**src/hdl/bwtw_pkg.sv**
```systemverilog
// bwtw_pkg: shared types, codes and widths of the bounded window text writer
// no dependencies; used by the top level and its port checker

package bwtw_pkg;

  localparam int unsigned CharW   = 8;
  localparam int unsigned CoordW  = 8;
  localparam int unsigned StrideW = 9;
  localparam int unsigned ColorW  = 4;
  localparam int unsigned AddrW   = 16;
  localparam int unsigned CfgIdxW = 3;
  localparam int unsigned CfgDatW = 9;
  localparam int unsigned OutDatW = AddrW + CharW + 2 * ColorW;

  // tdata bit positions of the result fields
  localparam int unsigned GlyphLsb = AddrW;
  localparam int unsigned FgLsb    = AddrW + CharW;
  localparam int unsigned BgLsb    = AddrW + CharW + ColorW;

  localparam logic [CharW-1:0] CodeBackspace = 8'd8;
  localparam logic [CharW-1:0] CodeTab       = 8'd9;
  localparam logic [CharW-1:0] CodeNewline   = 8'd10;
  localparam logic [CharW-1:0] CodeSpace     = 8'd32;

  typedef enum logic [CfgIdxW-1:0] {
    CfgWinLeft   = 3'd0,
    CfgWinTop    = 3'd1,
    CfgWinRight  = 3'd2,
    CfgWinBottom = 3'd3,
    CfgScrWidth  = 3'd4,
    CfgFgColor   = 3'd5,
    CfgBgColor   = 3'd6
  } cfg_idx_e;

  typedef struct packed {
    logic [CoordW-1:0]  win_left;
    logic [CoordW-1:0]  win_top;
    logic [CoordW-1:0]  win_right;
    logic [CoordW-1:0]  win_bottom;
    logic [StrideW-1:0] scr_width;
    logic [ColorW-1:0]  ink_color;
    logic [ColorW-1:0]  paper_color;
  } cfg_t;

  typedef struct packed {
    logic [CoordW-1:0] col;
    logic [CoordW-1:0] row;
  } cursor_t;

  // row step with equality wrap at the bottom
  function automatic logic [CoordW-1:0] next_row(cfg_t cfg, logic [CoordW-1:0] row);
    logic [CoordW-1:0] res;
    if (row == cfg.win_bottom) begin
      res = cfg.win_top;
    end else begin
      res = row + 1'b1;
    end
    return res;
  endfunction

  // cursor step after one cell write
  function automatic cursor_t advance(cfg_t cfg, cursor_t cur);
    cursor_t res;
    if (cur.col == cfg.win_right) begin
      res.col = cfg.win_left;
      res.row = next_row(cfg, cur.row);
    end else begin
      res.col = cur.col + 1'b1;
      res.row = cur.row;
    end
    return res;
  endfunction

endpackage

```
**src/hdl/bounded_window_text_writer_unit.sv**
```systemverilog
// bounded_window_text_writer_unit: character to cell-write converter for a text window
// depends on bwtw_pkg
//
//  channel   dir  payload                                   request taken when
//  s_axis    in   tdata[7:0] char_code                      s_axis_tvalid & s_axis_tready
//  m_axis    out  tdata addr/glyph/fg/bg, tlast last_of_run m_axis_tvalid & m_axis_tready
//  cfg       in   cfg_index_i, cfg_data_i                   cfg_valid_i & cfg_ready_o
//
// one char per cycle unless stalled or tab-held; result reg after one 8x9 multiply-add
// a tab holds s_axis_tready low for one output slot while its second space goes out
// newline and backspace produce no result and leave the output slot free
// reset puts the window registers at their defaults and the cursor at (0, 0)
// a stalled m_axis side holds the result register and stops input only when it is full

module bounded_window_text_writer_unit (
  input  logic                           clk_i,
  input  logic                           rst_ni,
  // tdata: char_code[7:0]
  input  logic                           s_axis_tvalid,
  output logic                           s_axis_tready,
  input  logic [bwtw_pkg::CharW-1:0]     s_axis_tdata,
  // tdata: write_address[15:0], glyph[23:16], cell_fg[27:24], cell_bg[31:28]
  output logic                           m_axis_tvalid,
  input  logic                           m_axis_tready,
  output logic [bwtw_pkg::OutDatW-1:0]   m_axis_tdata,
  // tlast: last_of_run
  output logic                           m_axis_tlast,
  input  logic                           cfg_valid_i,
  output logic                           cfg_ready_o,
  input  logic [bwtw_pkg::CfgIdxW-1:0]   cfg_index_i,
  input  logic [bwtw_pkg::CfgDatW-1:0]   cfg_data_i
);

  bwtw_pkg::cfg_t    cfg_q;
  bwtw_pkg::cursor_t cur_q, cur_d;
  logic              tab_pend_q, tab_pend_d;
  logic              out_valid_q, out_valid_d;
  logic [bwtw_pkg::OutDatW-1:0] out_data_q, out_data_d;
  logic              out_last_q, out_last_d;

  logic                          adv;
  logic                          in_acc;
  logic                          emit;
  logic [bwtw_pkg::CharW-1:0]    emit_code;
  logic                          emit_last;
  logic [bwtw_pkg::AddrW:0]      prod;
  logic [bwtw_pkg::AddrW-1:0]    addr;

  assign cfg_ready_o = 1'b1;

  always_ff @(posedge clk_i or negedge rst_ni) begin
    if (!rst_ni) begin
      cfg_q.win_left    <= 8'd0;
      cfg_q.win_top     <= 8'd0;
      cfg_q.win_right   <= 8'd79;
      cfg_q.win_bottom  <= 8'd24;
      cfg_q.scr_width   <= 9'd80;
      cfg_q.ink_color   <= 4'd7;
      cfg_q.paper_color <= 4'd0;
    end else if (cfg_valid_i) begin
      case (bwtw_pkg::cfg_idx_e'(cfg_index_i))
        bwtw_pkg::CfgWinLeft:   cfg_q.win_left    <= cfg_data_i[bwtw_pkg::CoordW-1:0];
        bwtw_pkg::CfgWinTop:    cfg_q.win_top     <= cfg_data_i[bwtw_pkg::CoordW-1:0];
        bwtw_pkg::CfgWinRight:  cfg_q.win_right   <= cfg_data_i[bwtw_pkg::CoordW-1:0];
        bwtw_pkg::CfgWinBottom: cfg_q.win_bottom  <= cfg_data_i[bwtw_pkg::CoordW-1:0];
        bwtw_pkg::CfgScrWidth:  cfg_q.scr_width   <= cfg_data_i;
        bwtw_pkg::CfgFgColor:   cfg_q.ink_color   <= cfg_data_i[bwtw_pkg::ColorW-1:0];
        bwtw_pkg::CfgBgColor:   cfg_q.paper_color <= cfg_data_i[bwtw_pkg::ColorW-1:0];
        default: ;
      endcase
    end
  end

  // output slot can take a new result this cycle
  assign adv           = !out_valid_q || m_axis_tready;
  assign s_axis_tready = adv && !tab_pend_q;
  assign in_acc        = s_axis_tvalid && s_axis_tready;

  always_comb begin
    cur_d      = cur_q;
    tab_pend_d = tab_pend_q;
    emit       = 1'b0;
    emit_code  = bwtw_pkg::CodeSpace;
    emit_last  = 1'b1;
    if (tab_pend_q && adv) begin
      // second space of a tab
      emit       = 1'b1;
      tab_pend_d = 1'b0;
      cur_d      = bwtw_pkg::advance(cfg_q, cur_q);
    end else if (in_acc) begin
      case (s_axis_tdata)
        bwtw_pkg::CodeNewline: begin
          cur_d.col = cfg_q.win_left;
          cur_d.row = bwtw_pkg::next_row(cfg_q, cur_q.row);
        end
        bwtw_pkg::CodeTab: begin
          emit       = 1'b1;
          emit_last  = 1'b0;
          tab_pend_d = 1'b1;
          cur_d      = bwtw_pkg::advance(cfg_q, cur_q);
        end
        bwtw_pkg::CodeBackspace: ;
        default: begin
          emit      = 1'b1;
          emit_code = s_axis_tdata;
          cur_d     = bwtw_pkg::advance(cfg_q, cur_q);
        end
      endcase
    end
  end

  assign prod = (bwtw_pkg::AddrW+1)'(cur_q.row) * (bwtw_pkg::AddrW+1)'(cfg_q.scr_width);
  assign addr = prod[bwtw_pkg::AddrW-1:0] + bwtw_pkg::AddrW'(cur_q.col);

  always_comb begin
    out_valid_d = out_valid_q;
    out_data_d  = out_data_q;
    out_last_d  = out_last_q;
    if (adv) begin
      out_valid_d = emit;
      if (emit) begin
        out_data_d = {cfg_q.paper_color, cfg_q.ink_color, emit_code, addr};
        out_last_d = emit_last;
      end
    end
  end

  always_ff @(posedge clk_i or negedge rst_ni) begin
    if (!rst_ni) begin
      cur_q       <= '0;
      tab_pend_q  <= 1'b0;
      out_valid_q <= 1'b0;
    end else begin
      cur_q       <= cur_d;
      tab_pend_q  <= tab_pend_d;
      out_valid_q <= out_valid_d;
    end
  end

  always_ff @(posedge clk_i) begin
    out_data_q <= out_data_d;
    out_last_q <= out_last_d;
  end

  assign m_axis_tvalid = out_valid_q;
  assign m_axis_tdata  = out_data_q;
  assign m_axis_tlast  = out_last_q;

endmodule

```
**config.mk**
```make
export PLATFORM = sky130hd
export DESIGN_NAME = bounded_window_text_writer_unit
export DESIGN_NICKNAME = d
export VERILOG_FILES = /design/src/hdl/bwtw_pkg.sv /design/src/hdl/bounded_window_text_writer_unit.sv
export SDC_FILE = /design/constraint.sdc
export NUM_CORES = 1
export LEC_CHECK = 0
export CELL_PAD_IN_SITES_DETAIL_PLACEMENT = 0
export CELL_PAD_IN_SITES_GLOBAL_PLACEMENT = 1
export CORE_MARGIN = 3
export CORE_UTILIZATION = 40
export DETAILED_ROUTE_END_ITERATION = 7
export DONT_BUFFER_PORTS = 1
export PLACE_DENSITY_LB_ADDON = 0.15
export SYNTH_ARGS = -nofsm -noshare
export SYNTH_HDL_FRONTEND = slang
export SYNTH_SLANG_ARGS = --single-unit
```
**constraint.sdc**
```tcl
create_clock -name clk_i -period 4.9 [get_ports clk_i]
set_input_delay 0.735 -clock clk_i [delete_from_list [all_inputs] [get_ports clk_i]]
set_output_delay 0.735 -clock clk_i [all_outputs]
set_load 0.02 [all_outputs]
```
-- After elaboration in Yosys (flattened, before gate mapping)
Index checks and enable logic that the tools add are counted.
- RAM bits: 0
- word-level logic and storage cells: 65
- flip-flop bits (word level): 100
- bits in read-only memories: 0
- latch bits: 0
- memories kept: 0
- input bits: 25
- magnitude comparators: 0
- add/sub/neg operators: 3
- equality and inequality tests: 12
- mux-type cells: 12
- reduce and logical (&&, ||, !) cells: 22
- bitwise gates (word level): 1
- divide/modulo/power cells: 0
- shift-type cells: 0
- multiply operators: 1
- operators with widths (kind ; count):
    $mux W16 ; 3
    $pmux W16 S2 ; 1
    $eq A8 B4 Y1 const B ; 3
    $reduce_and A2 Y1 ; 10
    $add A16 B8 Y16 ; 1
    $add A8 B1 Y8 const B ; 2
    $eq A8 B8 Y1 ; 2
    $mul A8 B9 Y16 ; 1
    $eq A3 B3 Y1 const B ; 3
    $mux W8 ; 1
    $mux W1 ; 7
    $eq A3 B2 Y1 const B ; 2
    $reduce_or A5 Y1 ; 1
    $reduce_bool A2 Y1 ; 2
    $reduce_or A2 Y1 ; 2
    $eq A3 B1 Y1 const B ; 1
    $logic_and A1 B1 Y1 ; 3
    $logic_not A3 Y1 ; 1
    $logic_not A1 Y1 ; 2
    $ne A2 B2 Y1 const B ; 1
    $logic_or A1 B1 Y1 ; 1
    $not A1 Y1 ; 1

-- Longest topological paths before layout
Gate-level depths: netlist (run 1).
- depth after elaboration: 7
- depth in mapped cells: 17

-- Worst setup path before layout (run 1)
No wires, ideal clock.
- path type: flip-flop to flip-flop
- start: reg cur_q[2] (netlist bit)
- end: reg out_data_q, in the netlist m_axis_tdata[13], data pin
- required time: 4.763 ns
- path buffers: 2
- cell stages (with the launch flop): 16
- clock period less this slack: 4.370 ns
- arrival: 4.233 ns
- path slack: 0.530 ns
- cell sequence: dfrtp_1 -> buf_2 -> clkbuf_1 -> and2_1 -> fa_1 -> inv_1 -> fa_1 -> fa_1 -> fa_1 -> inv_1 -> ha_1 -> or2_2 -> a21oi_1 -> a31oi_1 -> or4_1 -> nand4_1
- cells in the longest elaborated chain, start to end: 2
- RTL lines (element ; RTL line ; source):
    start: declaration ; bounded_window_text_writer_unit.sv:35 ; bwtw_pkg::cursor_t cur_q, cur_d;
    start signal: assignment ; bounded_window_text_writer_unit.sv:134 ; cur_q <= cur_d;
    $mul A8 B9 Y16 ; bounded_window_text_writer_unit.sv:112 ; assign prod = (bwtw_pkg::AddrW+1)'(cur_q.row) * (bwtw_pkg::AddrW+1)'(cfg_q.scr_width);
    $add A16 B8 Y16 ; bounded_window_text_writer_unit.sv:113 ; assign addr = prod[bwtw_pkg::AddrW-1:0] + bwtw_pkg::AddrW'(cur_q.col);
    net addr (one bit) ; bounded_window_text_writer_unit.sv:47 ; logic [bwtw_pkg::AddrW-1:0] addr;
    end signal: assignment ; bounded_window_text_writer_unit.sv:141 ; out_data_q <= out_data_d;
    end: declaration ; bounded_window_text_writer_unit.sv:38 ; logic [bwtw_pkg::OutDatW-1:0] out_data_q, out_data_d;
The timed path passes the listed nets, and every way through them passes these cells.
A chain may end at the register's enable or synchronous reset.

-- Worst setup path after layout (run 1)
- start: reg cur_q[2] (netlist bit)
- end: reg out_data_q, in the netlist m_axis_tdata[15], data pin
Same word-level chain as after synthesis.

==> reports/metrics.cfg, run 1 <==
[logic_synthesis]
muxShareOfSynthArea_pct=9.81
synth_simple_gate_area_share_pct=13.4
async_reset_ff_share_pct=67.0
yosysSeqAreaShare_pct=38.7
yosys-top-cells-count=85 x inv_1, 55 x dfrtp_1, 52 x and2_1
synth_area_leaders=dfrtp_1 20%, edfxtp_1 14%, fa_1 14%, mux2_2 7.8%, ha_1 6.9%
avgSynthCellArea_sq_um=11.3
synth_xor_area_share_pct=3.66
ys_types=57
synth_top_area_share_pct=19.8
synth_warnings=0
syn_area_sq_um=6940
synth-edff-count=33
ys_ff_latch=100
yosys.area_share.adder_pct=21.0
yosysMostFrequentCell=inv_1
netlist_instances=616
synth_compound_area_share_pct=7.12
synth_ff_type=dfrtp_1
syn-num-nets=728
synth_top_family_by_area=adder cells
synth_area_leader_cell=dfrtp_1

[timing]
setup_viol=0
worstMarginPinSlew_ns=0.988
slew_viol_final=0
relSlewSlack_pct=34.0
period_share_pct=91.9
grt_setup_unrepaired=no
tns_ns=0
hold_violations=0
finalCriticalPeriod_ns=4.50
max_freq_ghz=0.222
skew_ns=0.0129

[worst_setup_path]
critPathKind=reg2reg
r2r_cells=13
crit_family=adder cells
cp_common_cell=fa_1
path_max_fanout=10
crit_path_max_incr_delay_ns=0.55
critPathLaunchType=flip-flop
path_cells=buf_4 -> and2_1 -> fa_1 -> fa_1 -> fa_1 -> inv_1 -> fa_1 -> inv_1 -> ha_1 -> nand4_1 -> nor4bb_1 -> a221oi_1 -> xnor2_1
worst-endpoint-required_ns=4.99
cp_num_buf_inv=3
crit_arrival_ns=4.59
crit_cells=13
cp_slowest_cell=fa_1
critPathCaptureType=flip-flop

[floorplanning]
start_util_pct=41.4
ios=61
die_y_um=138
rows=47
core_area_sq_um=16800
die_w_um=138
die_area_sq_um=19000

[clocking]
post_cts_buffers=0
h-tree-depth=3
path_clk_slew_ns=0.08
cts_buffers=9
cts_resized=0
numClockSinks=100
clock_path_buffers=2
cts_tree=done
root_buffer=clkbuf_16
insertion_delay_ns=0.36
cts_hold_buffers=0

[drt]
ant_nets=0
wl_met3_um=325
drt-met1-wl_um=7040
vias=4286
drt-initial-drc-count=148
drt-total-wl_um=14400
highest_layer=met4
dr_wl_met2_um=6790
avgRoutedWirePerCell_um=17.1
drcViolationCount=0
viasPerCell=5.10
firstDrtPassIters=4

[pwr]
peakVddDrop_uv=313
power_density_nw_per_um2=506
finalPower_mw=3.80
p_leak_nw=3.35

[placed_design]
dp_hpwl_um=11000
place_area_sq_um=7190
gp_congestion=0.799
io_buffers=0

[global_route]
grt_pass1_wl_um=24600
grt_use_total_pct=16.7
grt_pass1_vias=4633
grt_start_max_net_pins=68
grt_antenna_before_repair=0
grt.overflow.total=0

[final_layout]
final_area_sq_um=7500
n_antenna_cell=0
nets=728
drive_gt1_share_pct=17.1
syn_to_final_growth_pct=8.06

[flow_run]
drv_cap=0

[status]
status=finished, final reports clean

[hold_path]
hold_path_class=in2async

final timing paths:
check                                     start                    endpoint  slack [ns]
setup / recovery           cur_q[2]$_DFFE_PN0P_  m_axis_tdata[15]$_DFFE_PP_        0.40
hold / removal                           rst_ni        cfg_q[7]$_DFFE_PN0P_        0.06
setup reg to reg           cur_q[2]$_DFFE_PN0P_  m_axis_tdata[15]$_DFFE_PP_        0.40
hold reg to reg            cfg_q[2]$_DFFE_PN0P_  m_axis_tdata[30]$_DFFE_PP_        0.45
max in group asynchronous                rst_ni       cfg_q[12]$_DFFE_PN1P_        4.63
min in group clk_i         cfg_q[2]$_DFFE_PN0P_  m_axis_tdata[30]$_DFFE_PP_        0.45
where the power goes:
group          switching, mW  leakage [nW]  internal, mW  total [mW]
Clock                  0.367         0.153         0.367       0.734
Sequential             0.294          1.11          1.17        1.46
Combinational          0.866          2.09         0.738        1.60
Total                   1.53          3.35          2.27        3.80
final cells by class:
class | instances | area [sq um]
Tap cell | 220 | 275
Fill cell | 1588 | 9260
Clock buffer | 9 | 225
Timing Repair Buffer | 11 | 82.6
Multi-Input combinational cell | 409 | 3830
Inverter | 85 | 319
Sequential cell | 100 | 2680
Clock inverter | 7 | 86.3
layer usage:
layer / up-vias / GRT usage (%)
met1: 2130 / 23.2
met3: 14 / 2.41
met2: 67 / 26.9
met5: - / 0
met4: 0 / 5.49
li1: 2075 / -
cell families (layout without fill, tap and decap cells):
family / Yosys count / in the layout
buf+inv: 107 / 112
flops: 100 / 100
xor+xnor: 29 / 29
fa+ha+maj: 87 / 87
other cells: 1 / 1
simple gates: 164 / 164
compound gates: 66 / 66
mux: 62 / 62
per-stage QoR:
step           worst slack [ns]  cells  hold slack [ns]  util (%)
6_report                  0.399    841           0.0600      44.7
5_1_grt                   0.181    841           0.0408      44.7
4_1_cts                   0.416    841           0.0481      44.7
3_5_place_dp              0.434    825            0.431      42.9
3_3_place_gp              0.469    825            0.430      42.9
2_1_floorplan             0.530    616            0.419         -
cells in the final DEF, fill, tap and decap left out, types with 12 or more instances in the layout:
master / instances
xnor2_1: 17
xor2_1: 12
inv_1: 85
edfxtp_1: 33
nand2_1: 39
mux2_2: 48
mux2i_1: 14
ha_1: 38
dfrtp_1: 55
and2_1: 52
a21oi_1: 15
fa_1: 49
dfstp_2: 12
flip-flops by register name, summed over array words and instances (netlist names):
name	count
cfg_q	49
cur_q	16
m_axis_tdata	32
m_axis_tlast	1
m_axis_tvalid	1
tab_pend_q	1
Note: power is estimated with default switching activity, not from simulation.
==> run 2, diff against run 1 <==
==> constraint.sdc (replaced) <==
create_clock -name clk_i -period 5 [get_ports clk_i]
set_input_delay 0.75 -clock clk_i [delete_from_list [all_inputs] [get_ports clk_i]]
set_output_delay 0.75 -clock clk_i [all_outputs]
set_load 0.02 [all_outputs]
==> run 2 against run 1 <==
  * Clock-buffer cell count unchanged
  * Sequential share of layout area increased by 0.16 points
  * Sequential cell count is the same
  * Sequential power barely moved
  * Fmax shrank 1.1%
  * Total power fell by 1.9%
  * Via count increased by 1.2%
  * Clock skew fell by 0.0031 ns
  * First-iteration DRC count rose by 46%
  * Cell count down 0.59%
  * Worst hold slack better by 0.014 ns
  * Combinational power fell by 3%
  * Largest power group unchanged
==> reports/metrics.cfg, run 2 (synthesis results as in run 1) <==
[placed_design]
gp_congestion=0.805  ; was 0.799
place_area_sq_um=7150  ; was 7190 sq um
dp_hpwl_um=10800  ; was 11000 um
dp_cells=820  ; was 825
io_buffers=0  ; unchanged
dp_slack_ns=0.467  ; was 0.434 ns

[worst_setup_path]
critPathLaunchType=flip-flop  ; unchanged
critPathKind=reg2reg  ; unchanged
crit_arrival_ns=4.77  ; was 4.59 ns
path_max_fanout=18  ; was 10
worst-endpoint-required_ns=5.22  ; was 4.99 ns
critPathCaptureType=flip-flop  ; unchanged
r2r_cells=13  ; unchanged

[clocking]
root_buffer=clkbuf_16  ; unchanged
cts_tree=done  ; unchanged
cts_resized=0  ; unchanged
insertion_delay_ns=0.36  ; about the same
post_cts_buffers=0  ; unchanged
clock_path_buffers=2  ; unchanged
h-tree-depth=3  ; unchanged
path_clk_slew_ns=0.08  ; about the same
numClockSinks=100  ; unchanged
cts_buffers=9  ; unchanged
cts_hold_buffers=0  ; unchanged

[timing]
period_share_pct=91.0  ; was 91.9%
finalCriticalPeriod_ns=4.55  ; was 4.50 ns
worstMarginPinSlew_ns=0.976  ; was 0.988 ns
fin_ws_ns=0.449  ; was 0.399 ns
relSlewSlack_pct=34.8  ; was 34.0%
grt_setup_unrepaired=no  ; unchanged
timing.hold.ws_ns=0.0745  ; was 0.0600 ns
skew_ns=0.00978  ; was 0.0129 ns
hold_violations=0  ; unchanged
setup_viol=0  ; unchanged
slew_viol_final=0  ; unchanged
tns_ns=0  ; unchanged
max_freq_ghz=0.220  ; was 0.222 GHz

[status]
status=finished, final reports clean  ; unchanged

[final_layout]
largest_register_ffs=49  ; unchanged
drive_gt1_share_pct=16.4  ; was 17.1%
nets=723  ; was 728
layout.cells.non_filler=836  ; was 841
final_area_sq_um=7470  ; was 7500 sq um
regArea_sq_um=2680  ; unchanged
syn_to_final_growth_pct=7.59  ; was 8.06%
n_antenna_cell=0  ; unchanged
utilization_pct=44.5  ; was 44.7%
regMostFlops=cfg_q  ; unchanged
fill_cells=1579  ; was 1588
mostFrequentLayoutCells=85 x inv_1, 55 x dfrtp_1, 52 x and2_1  ; unchanged
multi_input_area_sq_um=3830  ; unchanged
final_common_cell=inv_1  ; unchanged

[pwr]
finalPower_mw=3.72  ; was 3.80 mW
clock_power_share_pct=19.6  ; was 19.3%
pwr-share-seq_pct=38.7  ; was 38.4%
power.switching_mw=1.50  ; was 1.53 mW
swShare_pct=40.3  ; was 40.2%
power_density_nw_per_um2=499  ; was 506 nW/um^2
intPower_mw=2.22  ; was 2.27 mW
peakVddDrop_uv=258  ; was 313 uV
combPwrFrac_pct=41.7  ; was 42.3%
p_leak_nw=3.33  ; was 3.35 nW

[floorplanning]
die_w_um=138  ; unchanged
die_area_sq_um=19000  ; unchanged
rows=47  ; unchanged
die_y_um=138  ; unchanged
ios=61  ; unchanged
core_area_sq_um=16800  ; unchanged
start_util_pct=41.4  ; unchanged

[global_route]
grt.overflow.total=0  ; unchanged
grt_pass1_wl_um=24300  ; was 24600 um
grt_antenna_before_repair=0  ; unchanged
grt_use_total_pct=16.4  ; was 16.7%
grt_pass1_vias=4547  ; was 4633
grt_start_max_net_pins=68  ; unchanged

[drt]
ant_nets=0  ; unchanged
drt-total-wl_um=14300  ; was 14400 um
drt-initial-drc-count=216  ; was 148
avgRoutedWirePerCell_um=17.1  ; about the same
drcViolationCount=0  ; unchanged
firstDrtPassIters=4  ; unchanged
viasPerCell=5.19  ; was 5.10
vias=4339  ; was 4286

[flow_run]
drv_cap=0  ; unchanged

[hold_path]
hold_path_class=in2async  ; unchanged

==> run 2: worst paths after layout <==
kind                                      start                          to  slack, ns
min in group clk_i         cfg_q[7]$_DFFE_PN0P_  m_axis_tdata[27]$_DFFE_PP_       0.45
max in group asynchronous                rst_ni       cfg_q[12]$_DFFE_PN1P_       4.72
min reg2reg                cfg_q[7]$_DFFE_PN0P_  m_axis_tdata[27]$_DFFE_PP_       0.45
max reg2reg                cur_q[2]$_DFFE_PN0P_  m_axis_tdata[13]$_DFFE_PP_       0.45
max                        cur_q[2]$_DFFE_PN0P_  m_axis_tdata[13]$_DFFE_PP_       0.45
min                                      rst_ni        cfg_q[7]$_DFFE_PN0P_       0.07
==> run 2: layer usage <==
metal / part of all wire (%) / up-vias / track usage, %
met5: 0 / - / 0
met4: 1.1 / 0 / 4.17
met3: 2.8 / 10 / 3.14
met2: 48 / 56 / 26.7
met1: 48 / 2201 / 22.7
li1: - / 2072 / -
==> run 2: area by class of cell <==
cell class	count	area share (%)
Inverter	85	4.27
Sequential cell	100	35.9
Multi-Input combinational cell	409	51.3
Clock buffer	9	3.02
Tap cell	220	3.69
Clock inverter	7	1.22
Timing Repair Buffer	6	0.603
==> run 2: worst max-delay path, cell delays in order (launching register included) <==
cell and delay [ns]:
dfrtp_1 0.59, and2_1 0.27, fa_1 0.53, inv_1 0.05, fa_1 0.54, fa_1 0.44, fa_1 0.55, inv_1 0.04
ha_1 0.32, or2_2 0.32, a21oi_1 0.14, a31oi_1 0.09, or4_1 0.43, nand4_1 0.10
==> run 2: power by group through the flow <==
| stage | sequential (mW) | combinational [mW] | clock [mW] |
|---|---|---|---|
| 2_1_floorplan | 1.36 | 1.31 | 0 |
| 3_3_place_gp | 1.46 | 1.55 | 0 |
| 3_5_place_dp | 1.46 | 1.56 | 0 |
| 4_1_cts | 1.45 | 1.58 | 0.752 |
| 5_1_grt | 1.48 | 1.82 | 0.781 |
| 6_report | 1.44 | 1.55 | 0.729 |
==> run 3, diff against run 2 <==
--- a/config.mk
+++ b/config.mk
@@ -12,6 +12,7 @@
 export DETAILED_ROUTE_END_ITERATION = 7
 export DONT_BUFFER_PORTS = 1
 export PLACE_DENSITY_LB_ADDON = 0.15
+export REMOVE_ABC_BUFFERS = 1
 export SYNTH_ARGS = -nofsm -noshare
 export SYNTH_HDL_FRONTEND = slang
 export SYNTH_SLANG_ARGS = --single-unit
==> run 3 against run 2 <==
  * Sequential power about the same
  * Critical path depth unchanged
  * Combinational power about the same
  * Total power decreased by 0.18%
  * Non-clock buffer count decreased by 1
  * Sequential share of layout area increased by 0.12 points
==> reports/metrics.cfg, run 3 (synthesis results as in run 1) <==
[status]
status=finished, final reports clean  ; unchanged

[timing]
slew_viol_final=0  ; unchanged
fin_ws_ns=0.423  ; was 0.449 ns
worstMarginPinSlew_ns=1.18  ; was 0.976 ns
grt_setup_unrepaired=no  ; unchanged
relSlewSlack_pct=21.2  ; was 34.8%
finalCriticalPeriod_ns=4.58  ; was 4.55 ns
tns_ns=0  ; unchanged
max_freq_ghz=0.218  ; was 0.220 GHz
skew_ns=0.00714  ; was 0.00978 ns
setup_viol=0  ; unchanged
period_share_pct=91.5  ; was 91.0%
hold_violations=0  ; unchanged

[drt]
avgRoutedWirePerCell_um=17.4  ; was 17.1 um
drt-initial-drc-count=111  ; was 216
viasPerCell=5.16  ; was 5.19
ant_nets=0  ; unchanged
drt-total-wl_um=14500  ; was 14300 um
drcViolationCount=0  ; unchanged
firstDrtPassIters=8  ; was 4
vias=4306  ; was 4339

[global_route]
use_met2_pct=28.4  ; was 26.7%
grt_busiest_layer=met2  ; unchanged
grt_use_total_pct=16.8  ; was 16.4%
grt.overflow.total=0  ; unchanged
grt_pass1_vias=4693  ; was 4547
gr-usage-met1_pct=22.1  ; was 22.7%
grt_antenna_before_repair=0  ; unchanged
grtUsageMet3_pct=2.85  ; was 3.14%
grt_pass1_wl_um=24600  ; was 24300 um
grt_start_max_net_pins=68  ; unchanged

[worst_setup_path]
crit_arrival_ns=4.67  ; was 4.77 ns
path_max_fanout=15  ; was 18
worst-endpoint-required_ns=5.10  ; was 5.22 ns
cp-startpoint=cur_q[5]$_DFFE_PN0P_  ; was cur_q[2]$_DFFE_PN0P_
regToRegSetupSlack_ns=0.42  ; was 0.45 ns
critPathLaunchType=flip-flop  ; unchanged
rr_startpoint=cur_q[5]$_DFFE_PN0P_  ; was cur_q[2]$_DFFE_PN0P_
critPathCaptureType=flip-flop  ; unchanged
critPathKind=reg2reg  ; unchanged

[placed_design]
dp_hpwl_um=10900  ; was 10800 um
dp_cells=819  ; was 820
gp_congestion=0.795  ; was 0.805
place_area_sq_um=7140  ; was 7150 sq um
dp_slack_ns=0.392  ; was 0.467 ns
io_buffers=0  ; unchanged

[final_layout]
regArea_sq_um=2680  ; unchanged
regMostFlops=cfg_q  ; unchanged
syn_to_final_growth_pct=7.23  ; was 7.59%
multi_input_area_sq_um=3830  ; unchanged
n_antenna_cell=0  ; unchanged
final_area_sq_um=7440  ; was 7470 sq um
largest_register_ffs=49  ; unchanged
final_common_cell=inv_1  ; unchanged
utilization_pct=44.4  ; was 44.5%
fill_cells=1596  ; was 1579
mostFrequentLayoutCells=85 x inv_1, 55 x dfrtp_1, 52 x and2_1  ; unchanged
nets=722  ; was 723
layout.cells.non_filler=835  ; was 836
drive_gt1_share_pct=16.1  ; was 16.4%

[clocking]
path_clk_slew_ns=0.08  ; about the same
post_cts_buffers=0  ; unchanged
insertion_delay_ns=0.35  ; was 0.36 ns
cts_resized=0  ; unchanged
clock_path_buffers=2  ; unchanged
cts_hold_buffers=0  ; unchanged
cts_buffers=9  ; unchanged
root_buffer=clkbuf_16  ; unchanged
cts_tree=done  ; unchanged
h-tree-depth=3  ; unchanged
numClockSinks=100  ; unchanged

[floorplanning]
ios=61  ; unchanged
die_y_um=138  ; unchanged
core_area_sq_um=16800  ; unchanged
die_w_um=138  ; unchanged
die_area_sq_um=19000  ; unchanged
start_util_pct=41.4  ; unchanged
rows=47  ; unchanged

[flow_run]
drv_cap=0  ; unchanged

[pwr]
power_density_nw_per_um2=500  ; was 499 nW/um^2
p_leak_nw=3.31  ; was 3.33 nW
peakVddDrop_uv=282  ; was 258 uV

[hold_path]
hold_path_class=in2async  ; unchanged

==> run 3: cell count changes in the layout (fill, tap and decap cells not counted), sizes merged <==
cell      delta
buf          -1
clkinv       -2
clkinvlp     +2
inv          -1
bufinv       +1
==> run 3: area by class of cell <==
type                    count  area share [%]
flip-flops and latches    100            36.1
well taps                 220            3.70
repair buffers              5           0.504
clock buffers               9            3.03
multi-input cells         409            51.4
clock inverters             7           0.992
inverters                  85            4.29
==> run 3: layer usage <==
layer | routed length, um | vias to the layer above
li1 | - | 2069
met1 | 6770 | 2161
met2 | 7110 | 57
met3 | 413 | 19
met4 | 240 | 0
met5 | 0 | -
==> run 3: per-stage QoR <==
step	power [mW]	hold WS, ns
floorplan	2.65	0.419
global placement	3.01	0.424
detailed placement	3.04	0.430
CTS	3.79	0.0748
global route	4.08	0.0726
finish	3.72	0.0888
==> run 3: final timing paths <==
path,end,depth (start not counted)
max reg2reg,m_axis_tdata[12]$_DFFE_PP_,13
min in group clk_i,m_axis_tdata[28]$_DFFE_PP_,0
max in group asynchronous,cfg_q[20]$_DFFE_PN1P_,0
min reg2reg,m_axis_tdata[28]$_DFFE_PP_,0
min,cfg_q[37]$_DFFE_PN0P_,0
max,m_axis_tdata[12]$_DFFE_PP_,13
==> run 3: where the power goes <==
group          internal (mW)  total [mW]  switching, mW
Sequential              1.14        1.44          0.296
Clock                  0.391       0.721          0.330
Combinational          0.717        1.56          0.842
==> run 3: worst max-delay path: stages, from the launching register on <==
cell	delay, ns
dfrtp_1	0.58
and2_1	0.28
fa_1	0.50
fa_1	0.52
fa_1	0.54
inv_1	0.05
fa_1	0.53
inv_1	0.04
ha_1	0.24
nor3_1	0.19
o21ai_0	0.13
a31oi_1	0.38
mux2i_1	0.23
nand3_1	0.09
